[config.mk]
export PLATFORM = sky130hd
export DESIGN_NAME = utf8_cjk_token_classifier
export DESIGN_NICKNAME = d
export VERILOG_FILES = /design/src/rtl/core/uctc_pkg.sv /design/src/rtl/core/uctc_step.sv /design/src/rtl/core/utf8_cjk_token_classifier.sv
export SDC_FILE = /design/constraint.sdc
export NUM_CORES = 1
export LEC_CHECK = 0
export ABC_AREA = 0
export BUFFER_PORTS_ARGS = -buffer_cell sky130_fd_sc_hd__buf_2
export CAP_MARGIN = 20
export CORE_AREA = 2 2 108 79
export DETAILED_ROUTE_END_ITERATION = 8
export DIE_AREA = 0 0 110 81
export GPL_ROUTABILITY_DRIVEN = 0
export PLACE_DENSITY = 0.84
export SLEW_MARGIN = 20
export SYNTH_ARGS = -nofsm -noshare
export SYNTH_HDL_FRONTEND = slang
export SYNTH_SLANG_ARGS = --single-unit
[constraint.sdc]
create_clock -name clk -period 2.5 [get_ports clk]
set_input_delay 0.25 -clock clk [delete_from_list [all_inputs] [get_ports clk]]
set_output_delay 0.25 -clock clk [all_outputs]
set_load 0.02 [all_outputs]
[src/rtl/core/uctc_pkg.sv]
`default_nettype none
package uctc_pkg;

  localparam int unsigned CpWidth = 21;
  localparam int unsigned AddrWidth = 3;
  localparam int unsigned DataWidth = 32;

  localparam logic [AddrWidth-1:0] ADDR_RANGE_LOW = 3'h0;
  localparam logic [AddrWidth-1:0] ADDR_RANGE_HIGH = 3'h4;

  localparam logic [CpWidth-1:0] RANGE_LOW_RST = 21'h004E00;
  localparam logic [CpWidth-1:0] RANGE_HIGH_RST = 21'h009FFF;

  typedef enum logic [1:0] {
    DEC_NONE   = 2'd0,
    DEC_CJK    = 2'd1,
    DEC_REJECT = 2'd2
  } dec_t;

  typedef struct packed {
    logic [7:0] token_byte;
    logic       last_byte;
  } in_item_t;

  typedef struct packed {
    logic       is_cjk;
    logic [1:0] verdict;
  } out_item_t;

  typedef struct packed {
    dec_t               decision;
    logic [1:0]         pending;
    logic [CpWidth-1:0] accum;
  } tok_state_t;

  localparam tok_state_t TOK_CLEAR = '{decision: DEC_NONE, pending: 2'd0, accum: '0};

endpackage
`default_nettype wire

[src/rtl/core/uctc_step.sv]
`default_nettype none
module uctc_step (
  input  wire uctc_pkg::in_item_t        item,
  input  wire uctc_pkg::tok_state_t      cur,
  input  wire [uctc_pkg::CpWidth-1:0]    range_low,
  input  wire [uctc_pkg::CpWidth-1:0]    range_high,
  output uctc_pkg::tok_state_t           nxt,
  output uctc_pkg::out_item_t            result
);
  import uctc_pkg::*;

  logic [7:0]         b;
  logic [CpWidth-1:0] accum_sh;
  tok_state_t         upd;

  assign b = item.token_byte;
  assign accum_sh = {cur.accum[CpWidth-7:0], b[5:0]};

  always_comb begin
    upd = cur;
    if (cur.decision == DEC_NONE) begin
      if (cur.pending != 2'd0) begin
        upd.accum = accum_sh;
        upd.pending = cur.pending - 2'd1;
        if (cur.pending == 2'd1 && accum_sh >= range_low && accum_sh <= range_high) begin
          upd.decision = DEC_CJK;
        end
      end else if (!b[7]) begin
        if (b inside {[8'h21:8'h40], [8'h5B:8'h60], [8'h7B:8'h7E]}) begin
          upd.decision = DEC_REJECT;
        end
      end else if (b[7:5] == 3'b110) begin
        upd.pending = 2'd1;
        upd.accum = {{(CpWidth-5){1'b0}}, b[4:0]};
      end else if (b[7:4] == 4'b1110) begin
        upd.pending = 2'd2;
        upd.accum = {{(CpWidth-4){1'b0}}, b[3:0]};
      end else if (b[7:3] == 5'b11110) begin
        upd.pending = 2'd3;
        upd.accum = {{(CpWidth-3){1'b0}}, b[2:0]};
      end
    end
  end

  always_comb begin
    case (upd.decision)
      DEC_CJK: begin
        result.verdict = DEC_CJK;
        result.is_cjk = 1'b1;
      end
      DEC_REJECT: begin
        result.verdict = DEC_REJECT;
        result.is_cjk = 1'b0;
      end
      default: begin
        result.verdict = DEC_NONE;
        result.is_cjk = 1'b0;
      end
    endcase
  end

  assign nxt = item.last_byte ? TOK_CLEAR : upd;

endmodule
`default_nettype wire

[src/rtl/core/utf8_cjk_token_classifier.sv]
`default_nettype none
// Classifies a token streamed as raw UTF-8 bytes, one byte per transfer on the in_ channel,
// with last_byte marking the token end. One verdict transfer comes out per token, on its last
// byte: DEC_CJK when a decoded 2/3/4-byte code point lies within [range_low, range_high],
// DEC_REJECT when an ASCII digit or punctuation byte was seen first, else DEC_NONE. A byte is
// taken every cycle unless a last byte waits in the input register for the result register;
// bytes pass an input register, then single-pass decode logic into the result register. A
// multibyte sequence cut short at the token end does not count. Range registers sit at byte
// addresses 0x0 and 0x4 and should be written only while no token is in flight.
module utf8_cjk_token_classifier (
  input  wire                            clk,
  input  wire                            rst_n,
  input  wire                            in_valid,
  output logic                           in_ready,
  input  wire uctc_pkg::in_item_t        in_data,
  output logic                           out_valid,
  input  wire                            out_ready,
  output uctc_pkg::out_item_t            out_data,
  input  wire                            psel,
  input  wire                            penable,
  input  wire                            pwrite,
  input  wire [uctc_pkg::AddrWidth-1:0]  paddr,
  input  wire [uctc_pkg::DataWidth-1:0]  pwdata,
  output logic [uctc_pkg::DataWidth-1:0] prdata,
  output logic                           pready
);
  import uctc_pkg::*;

  logic [CpWidth-1:0] range_low_r, range_low_nxt;
  logic [CpWidth-1:0] range_high_r, range_high_nxt;
  logic               stage_v_r, stage_v_nxt;
  in_item_t           stage_r, stage_nxt;
  tok_state_t         tok_r, tok_nxt, step_state;
  logic               out_v_r, out_v_nxt;
  out_item_t          out_r, out_nxt, step_result;
  logic               cfg_wr, out_free, stage_adv;

  // config port
  assign pready = 1'b1;
  assign cfg_wr = psel && penable && pwrite;
  assign prdata = (paddr == ADDR_RANGE_HIGH)
                ? {{(DataWidth-CpWidth){1'b0}}, range_high_r}
                : {{(DataWidth-CpWidth){1'b0}}, range_low_r};

  always_comb begin
    range_low_nxt = range_low_r;
    range_high_nxt = range_high_r;
    if (cfg_wr) begin
      if (paddr[2]) begin
        range_high_nxt = pwdata[CpWidth-1:0];
      end else begin
        range_low_nxt = pwdata[CpWidth-1:0];
      end
    end
  end

  uctc_step u_step (
    .item       (stage_r),
    .cur        (tok_r),
    .range_low  (range_low_r),
    .range_high (range_high_r),
    .nxt        (step_state),
    .result     (step_result)
  );

  // flow control
  assign out_free = !out_v_r || out_ready;
  assign stage_adv = stage_v_r && (!stage_r.last_byte || out_free);
  assign in_ready = !stage_v_r || stage_adv;
  assign out_valid = out_v_r;
  assign out_data = out_r;

  always_comb begin
    stage_v_nxt = stage_v_r;
    stage_nxt = stage_r;
    tok_nxt = tok_r;
    out_v_nxt = out_v_r;
    out_nxt = out_r;
    if (out_v_r && out_ready) begin
      out_v_nxt = 1'b0;
    end
    if (stage_adv) begin
      stage_v_nxt = 1'b0;
      tok_nxt = step_state;
      if (stage_r.last_byte) begin
        out_v_nxt = 1'b1;
        out_nxt = step_result;
      end
    end
    if (in_valid && in_ready) begin
      stage_v_nxt = 1'b1;
      stage_nxt = in_data;
    end
  end

  always_ff @(posedge clk) begin
    if (!rst_n) begin
      range_low_r <= RANGE_LOW_RST;
      range_high_r <= RANGE_HIGH_RST;
      stage_v_r <= 1'b0;
      tok_r <= TOK_CLEAR;
      out_v_r <= 1'b0;
    end else begin
      range_low_r <= range_low_nxt;
      range_high_r <= range_high_nxt;
      stage_v_r <= stage_v_nxt;
      tok_r <= tok_nxt;
      out_v_r <= out_v_nxt;
    end
  end

  always_ff @(posedge clk) begin
    stage_r <= stage_nxt;
    out_r <= out_nxt;
  end

  a_pending_undecided: assert property (@(posedge clk) disable iff (!rst_n)
    tok_r.pending != 2'd0 |-> tok_r.decision == DEC_NONE)
    else $error("continuation pending after decision");

  a_clear_after_last: assert property (@(posedge clk) disable iff (!rst_n)
    stage_adv && stage_r.last_byte |=> tok_r == TOK_CLEAR)
    else $error("token state not cleared after last byte");

  a_verdict_code: assert property (@(posedge clk) disable iff (!rst_n)
    out_v_r |-> out_r.verdict != 2'd3 && out_r.is_cjk == (out_r.verdict == DEC_CJK))
    else $error("bad verdict encoding");

  a_result_loaded: assert property (@(posedge clk) disable iff (!rst_n)
    stage_adv && stage_r.last_byte |=> out_v_r)
    else $error("last byte transfer produced no result");

endmodule
`default_nettype wire

==> results.toml, run 1 <==
[clock_tree]
latest_clock_arrival_within_the_worst_skew_pair_ns = 0.36
post_cts_resized = 0
clock_sink_count = 74
ctsRootBufferMaster = "sky130_fd_sc_hd__clkbuf_8"
post_cts_hold_buffer_count = 0
cts_post_setup_buffers_inserted = 0
tritoncts = "yes"
cts_inserted_buffers = 9
htree_num_levels = 3
clk_pin_slew_worst_paths_ns = 0.08
cts_buffer_depth = 2

[detailed_routing]
drtAntennaViolNets = 0
first_pass_iters = 5
detailed_route_wirelength_on_metal2_um = 4660
met3_length_um = 863
detail_route.drc_violations = 0
first_iter_violations = 416
highest_layer = "met4"
post_drt_via_cell_ratio = 5.53
drt_wl_total_um = 10400
routedWlPerCell_um = 15.1
wirelength_met1_um = 4680
vias = 3797

[timing]
worst_slew_pin_slew_ns = 0.839
period_share_pct = 88.7
finalWorstPathRequiredPeriod_ns = 2.22
highest_clock_rate_mhz = 451
setup_total_negative_slack_ns = 0
unrepaired_setup_endpoints_after_global_routing = "false"
fin_skew_ns = 0.0131
hold_viol_final = 0
max_slew_margin_pct = 44.0
timing.final.max_slew_violations = 0
setup_violations = 0

[floorplanning]
die-width_um = 110
io_pins = 89
area_enclosed_by_the_die_boundary_um2 = 8910
initial_utilization_pct = 52.3
rows = 28
chipHeight_um = 81
core_region_area_um2 = 8020

[power]
p_per_area_nw_per_um2 = 540
max-vdd-ir-drop_uv = 424
leakage_nw = 2.09

[synth]
syn-mean-instance-area_um2 = 8.09
yosys_register_bits = 74
netlist_area_um2 = 4200
instance_count_of_the_mapped_netlist = 519
yosysWarningCount = 0
synth_seq_area_share_pct = 37.9
synth_cell_type_count = 44

[final_layout]
ant_cells = 0
postLayoutCoreUtil_pct = 59.4
multi_input_combinational_cell_area_um2 = 2250
seqCellArea_um2 = 1590
nNetsFinal = 669
layout-area-overhead-vs-synth_pct = 13.6
post_layout_nonfiller_instances = 686
post_route_cells_drive_above_1_share_pct = 16.5
layout.filler_cells = 682

[critical_path]
setup.worst_path.class = "flip-flop to flip-flop"
crit_path_end_kind = "flip-flop"
cp-start-kind = "flip-flop"
required_ns = 2.78
worst_ep_arrival_time_ns = 2.50
worst-path-max-fanout = 16

[flow_run]
max-cap-violations = 0

[placement]
post-dp-hpwl_um = 7660
post-place-cells = 670
placement.io_buffers = 65

[grt]
grt_util_all_layers_pct = 24.9
grt_max_degree = 42
initial_antenna_violation_count = 0
gr-total-overflow = 0
first_pass_grt_wire_length_um = 17000
first_global_vias = 3506

[min_path]
worst_hold_path_type = "input port to flip-flop"

[run_status]
status = "complete, no violations"
## synthesized netlist by cell type
library cell | count | share of area [%]
sky130_fd_sc_hd__nand2_1 | 119 | 11
sky130_fd_sc_hd__dfxtp_1 | 63 | 30
sky130_fd_sc_hd__inv_1 | 49 | 4.4
sky130_fd_sc_hd__ha_1 | 42 | 13
sky130_fd_sc_hd__a21boi_0 | 32 | 5.7
sky130_fd_sc_hd__o21ai_0 | 27 | 3.2
sky130_fd_sc_hd__a21oi_1 | 25 | 3.0
sky130_fd_sc_hd__nand3_1 | 23 | 2.7
sky130_fd_sc_hd__clkbuf_1 | 19 | 1.7
sky130_fd_sc_hd__o211ai_1 | 18 | 3.2
sky130_fd_sc_hd__buf_4 | 15 | 2.7
sky130_fd_sc_hd__nor2_1 | 12 | 1.1
sky130_fd_sc_hd__edfxtp_1 | 11 | 7.9
sky130_fd_sc_hd__a21boi_1 | 10 | 1.8
sky130_fd_sc_hd__nand4_1 | 8 | 1.2
sky130_fd_sc_hd__nor3_1 | 6 | 0.72
sky130_fd_sc_hd__a31oi_1 | 3 | 0.45
sky130_fd_sc_hd__nor2b_1 | 3 | 0.45
sky130_fd_sc_hd__a211oi_1 | 2 | 0.36
sky130_fd_sc_hd__and3_1 | 2 | 0.30
sky130_fd_sc_hd__buf_6 | 2 | 0.54
sky130_fd_sc_hd__conb_1 | 2 | 0.18
sky130_fd_sc_hd__nand2b_1 | 2 | 0.30
sky130_fd_sc_hd__o21a_1 | 2 | 0.36
sky130_fd_sc_hd__o221ai_1 | 2 | 0.42
sky130_fd_sc_hd__o31ai_1 | 2 | 0.36
sky130_fd_sc_hd__a211o_1 | 1 | 0.21
sky130_fd_sc_hd__a21o_1 | 1 | 0.18
sky130_fd_sc_hd__a221o_1 | 1 | 0.24
sky130_fd_sc_hd__a311oi_1 | 1 | 0.21
sky130_fd_sc_hd__a41o_1 | 1 | 0.24
sky130_fd_sc_hd__and2_1 | 1 | 0.15
sky130_fd_sc_hd__and4_1 | 1 | 0.21
sky130_fd_sc_hd__and4_2 | 1 | 0.24
sky130_fd_sc_hd__clkbuf_2 | 1 | 0.12
sky130_fd_sc_hd__mux2_2 | 1 | 0.27
sky130_fd_sc_hd__nand2_2 | 1 | 0.15
sky130_fd_sc_hd__nor3_2 | 1 | 0.24
sky130_fd_sc_hd__nor3b_1 | 1 | 0.18
sky130_fd_sc_hd__nor4_1 | 1 | 0.15
sky130_fd_sc_hd__o2111ai_1 | 1 | 0.21
sky130_fd_sc_hd__o311ai_0 | 1 | 0.21
sky130_fd_sc_hd__o32ai_1 | 1 | 0.21
sky130_fd_sc_hd__o41ai_2 | 1 | 0.39
## report_power, final
part / internal, mW / leakage, nW / switching [mW]
combinational: 0.106 / 1.36 / 0.184
sequential: 1.24 / 0.619 / 0.0298
clock: 0.551 / 0.115 / 0.465
total: 1.90 / 2.09 / 0.679
## kinds of logic after synthesis
group           synth area share (%)
simple gates                    18.7
flops                           37.9
compound gates                  21.0
other cells                    0.179
mux                            0.268
buf+inv                         9.42
fa+ha+maj                       12.5
## routing by layer
layer | GRT usage (%) | up-vias
li1 | - | 1872
met1 | 33.7 | 1749
met2 | 38.3 | 161
met3 | 8.19 | 15
met4 | 6.58 | 0
met5 | 0 | -
## area by class of cell
type | count | area share [%]
Timing Repair Buffer | 73 | 8.08
Tap cell | 105 | 2.76
Clock inverter | 5 | 1.23
Sequential cell | 74 | 33.4
Clock buffer | 11 | 3.41
Multi-Input combinational cell | 369 | 47.3
Inverter | 49 | 3.86
## stage by stage
stage                     total power, mW  cell area, um^2  hold slack, ns  worst slack [ns]
after global placement               1.57             4550           0.428             0.304
after floorplan                      1.49             4230           0.349             0.618
after CTS                            2.58             4770          0.0473             0.269
after detailed placement             1.58             4550           0.429             0.284
final                                2.57             4770          0.0566             0.283
after global routing                 2.67             4770          0.0427             0.106
## sequential cells by signal (all words and copies together), names as in the netlist
register,count
out_data,2
range_low_r,21
range_high_r,21
out_valid,1
tok_r,19
stage_v_r,1
stage_r,9
## cells in the final DEF, fill, tap and decap left out, types with 3 or more instances in the layout
cell type,count
sky130_fd_sc_hd__dfxtp_1,63
sky130_fd_sc_hd__inv_1,49
sky130_fd_sc_hd__nor2b_1,3
sky130_fd_sc_hd__nand4_1,8
sky130_fd_sc_hd__nor3_1,5
sky130_fd_sc_hd__buf_2,65
sky130_fd_sc_hd__clkbuf_8,10
sky130_fd_sc_hd__conb_1,12
sky130_fd_sc_hd__nand3_1,23
sky130_fd_sc_hd__a21oi_1,25
sky130_fd_sc_hd__nor2_1,11
sky130_fd_sc_hd__edfxtp_1,11
sky130_fd_sc_hd__o211ai_1,18
sky130_fd_sc_hd__a21boi_0,32
sky130_fd_sc_hd__ha_1,42
sky130_fd_sc_hd__buf_4,8
sky130_fd_sc_hd__nand2_1,119
sky130_fd_sc_hd__a21boi_1,10
sky130_fd_sc_hd__a31oi_1,3
sky130_fd_sc_hd__o21ai_0,27
## path summary, 6_finish.rpt
kind	depth (start not counted)	slack, ns	startpoint	endpoint
max	7	0.28	stage_r[6]	tok_r[3]
min	1	0.06	in_data[0]	stage_r[0]
max reg2reg	7	0.28	stage_r[6]	tok_r[3]
min reg2reg	2	0.46	range_low_r[12]	range_low_r[12]
## worst max-delay path, cell delays in order, from the launching register on
cell and delay [ns]:
sky130_fd_sc_hd__edfxtp_1 0.43, sky130_fd_sc_hd__buf_4 0.19, sky130_fd_sc_hd__nand3_1 0.08, sky130_fd_sc_hd__a311oi_1 0.11
sky130_fd_sc_hd__o41ai_2 0.32, sky130_fd_sc_hd__and2_1 0.56, sky130_fd_sc_hd__o2111ai_1 0.24, sky130_fd_sc_hd__a21boi_0 0.21
Power figures use the tool's default switching activity.
==> run 2: changes to the inputs <==
--- a/config.mk
+++ b/config.mk
@@ -8,11 +8,11 @@
 export ABC_AREA = 0
 export BUFFER_PORTS_ARGS = -buffer_cell sky130_fd_sc_hd__buf_2
 export CAP_MARGIN = 20
-export CORE_AREA = 2 2 108 79
+export CORE_AREA = 2 2 83 101
 export DETAILED_ROUTE_END_ITERATION = 8
-export DIE_AREA = 0 0 110 81
+export DIE_AREA = 0 0 85 103
 export GPL_ROUTABILITY_DRIVEN = 0
-export PLACE_DENSITY = 0.84
+export PLACE_DENSITY = 0.85
 export SLEW_MARGIN = 20
 export SYNTH_ARGS = -nofsm -noshare
 export SYNTH_HDL_FRONTEND = slang
==> run 2 against run 1 <==
Compared with the run above: combinational power shrank 1%; sequential power about the same; critical path type unchanged; critical path depth rose by 1; core utilization increased by 0.63 points; final cell count down 0.73%; wire length is 5.0% lower; via count shrank 0.29%; clock skew shrank 0.00074 ns; critical endpoint is now out_data[0]; largest power group unchanged; maximum frequency about the same; register-to-register slack about the same; non-clock buffer count is 5 higher.
==> results.toml, run 2 (synthesis results as in run 1) <==
[power]
leakage_nw = 2.09
power_switching_share_pct = 27.4
p_per_area_nw_per_um2 = 496
p_switching_mw = 0.642
seqPwrFrac_pct = 54.1
comb_power_share_pct = 12.2
p_total_mw = 2.35
internal_power_mw = 1.70
clock_power_share_pct = 33.7
max-vdd-ir-drop_uv = 452

[clock_tree]
post_cts_resized = 0
tritoncts = "yes"
ctsRootBufferMaster = "sky130_fd_sc_hd__clkbuf_8"
clock_sink_count = 74
post_cts_hold_buffer_count = 0
latest_clock_arrival_within_the_worst_skew_pair_ns = 0.34
clk_pin_slew_worst_paths_ns = 0.08
cts_buffer_depth = 2
cts_post_setup_buffers_inserted = 0
cts_inserted_buffers = 9
htree_num_levels = 3

[floorplanning]
initial_utilization_pct = 53.2
chipHeight_um = 103
die-width_um = 85
core_region_area_um2 = 7880
io_pins = 89
rows = 36
area_enclosed_by_the_die_boundary_um2 = 8760

[timing]
period_share_pct = 88.6
setup_total_negative_slack_ns = 0
worst_slew_pin_slew_ns = 0.741
final.setup.worst_slack_ns = 0.284
fin_skew_ns = 0.0124
finalWorstPathRequiredPeriod_ns = 2.22
highest_clock_rate_mhz = 451
timing.final.max_slew_violations = 0
max_slew_margin_pct = 50.6
unrepaired_setup_endpoints_after_global_routing = "false"
setup_violations = 0
final.hold.worst_slack_ns = 0.0809
hold_viol_final = 0

[final_layout]
layout.filler_cells = 676
ant_cells = 0
layout-area-overhead-vs-synth_pct = 12.8
layout_common_cells = "sky130_fd_sc_hd__nand2_1, sky130_fd_sc_hd__buf_2, sky130_fd_sc_hd__dfxtp_1"
finish.instance_area_um2 = 4730
layout_top_registers = "range_high_r: 21 flops, range_low_r: 21 flops, tok_r: 19 flops"
multi_input_combinational_cell_area_um2 = 2250
layout.cells.most_common = "sky130_fd_sc_hd__nand2_1"
seqCellArea_um2 = 1590
post_route_cells_drive_above_1_share_pct = 16.9
nNetsFinal = 674

[flow_run]
max-cap-violations = 0

[grt]
first_pass_grt_wire_length_um = 16400
grt_util_all_layers_pct = 23.2
gr-total-overflow = 0
first_global_vias = 3687
initial_antenna_violation_count = 0
grt_max_degree = 36

[detailed_routing]
detail_route.drc_violations = 0
first_iter_violations = 182
drtAntennaViolNets = 0
drt_wl_total_um = 9840
post_drt_via_cell_ratio = 5.56
routedWlPerCell_um = 14.4
vias = 3786
first_pass_iters = 4

[critical_path]
required_ns = 2.69
worst_ep_arrival_time_ns = 2.41
crit_path_end_kind = "flip-flop"
cp-start-kind = "flip-flop"
worst-path-max-fanout = 3
setup.worst_path.class = "flip-flop to flip-flop"

[placement]
cell_area_reported_after_detailed_placement_um2 = 4570
placement.io_buffers = 65
post-dp-hpwl_um = 7530
placement.setup.worst_slack_ns = 0.383

[min_path]
worst_hold_path_type = "input port to flip-flop"

[run_status]
status = "complete, no violations"
## run 2: cell type report
type | instances | area share, %
clock buffers | 11 | 2.77
flip-flops and latches | 74 | 33.6
inverters | 49 | 3.88
multi-input cells | 369 | 47.6
repair buffers | 78 | 8.93
clock inverters | 5 | 0.661
well taps | 95 | 2.51
## run 2: through the flow
| stage | util [%] | std cells |
|---|---|---|
| 2_1_floorplan | - | 529 |
| 3_3_place_gp | 58.0 | 665 |
| 3_5_place_dp | 58.0 | 665 |
| 4_1_cts | 60.1 | 681 |
| 5_1_grt | 60.1 | 681 |
| 6_report | 60.1 | 681 |
## run 2: worst paths after layout
path	startpoint	to	slack, ns	cells past startpoint
min reg2reg	range_low_r[8]	range_low_r[8]	0.47	2
min	in_data[7]	stage_r[7]	0.08	1
max	range_high_r[14]	out_data[0]	0.28	8
max reg2reg	range_high_r[14]	out_data[0]	0.28	8
## run 2: worst max-delay path: stages (launching register included)
cell and delay, ns:
sky130_fd_sc_hd__dfxtp_1 0.36, sky130_fd_sc_hd__inv_1 0.06, sky130_fd_sc_hd__ha_1 0.32, sky130_fd_sc_hd__a21oi_1 0.12, sky130_fd_sc_hd__o21ai_0 0.10, sky130_fd_sc_hd__a221o_1 0.40
sky130_fd_sc_hd__a211oi_1 0.38, sky130_fd_sc_hd__o21ai_0 0.17, sky130_fd_sc_hd__a21oi_1 0.15
## run 2: power groups by stage
stage               clock network, mW  logic [mW]  registers, mW
floorplan                           0       0.206           1.29
global placement                    0       0.272           1.29
detailed placement                  0       0.284           1.30
CTS                             0.801       0.285           1.27
global route                    0.853       0.319           1.27
finish                          0.791       0.286           1.27
## run 2: metal layers
| metal | global-route usage [%] | wire length, um | vias to the layer above |
|---|---|---|---|
| met1 | 26.4 | 4070 | 1750 |
| met2 | 42.0 | 5040 | 120 |
| met3 | 4.40 | 431 | 28 |
| li1 | - | - | 1888 |
| met5 | 0 | 0 | - |
| met4 | 10.5 | 286 | 0 |
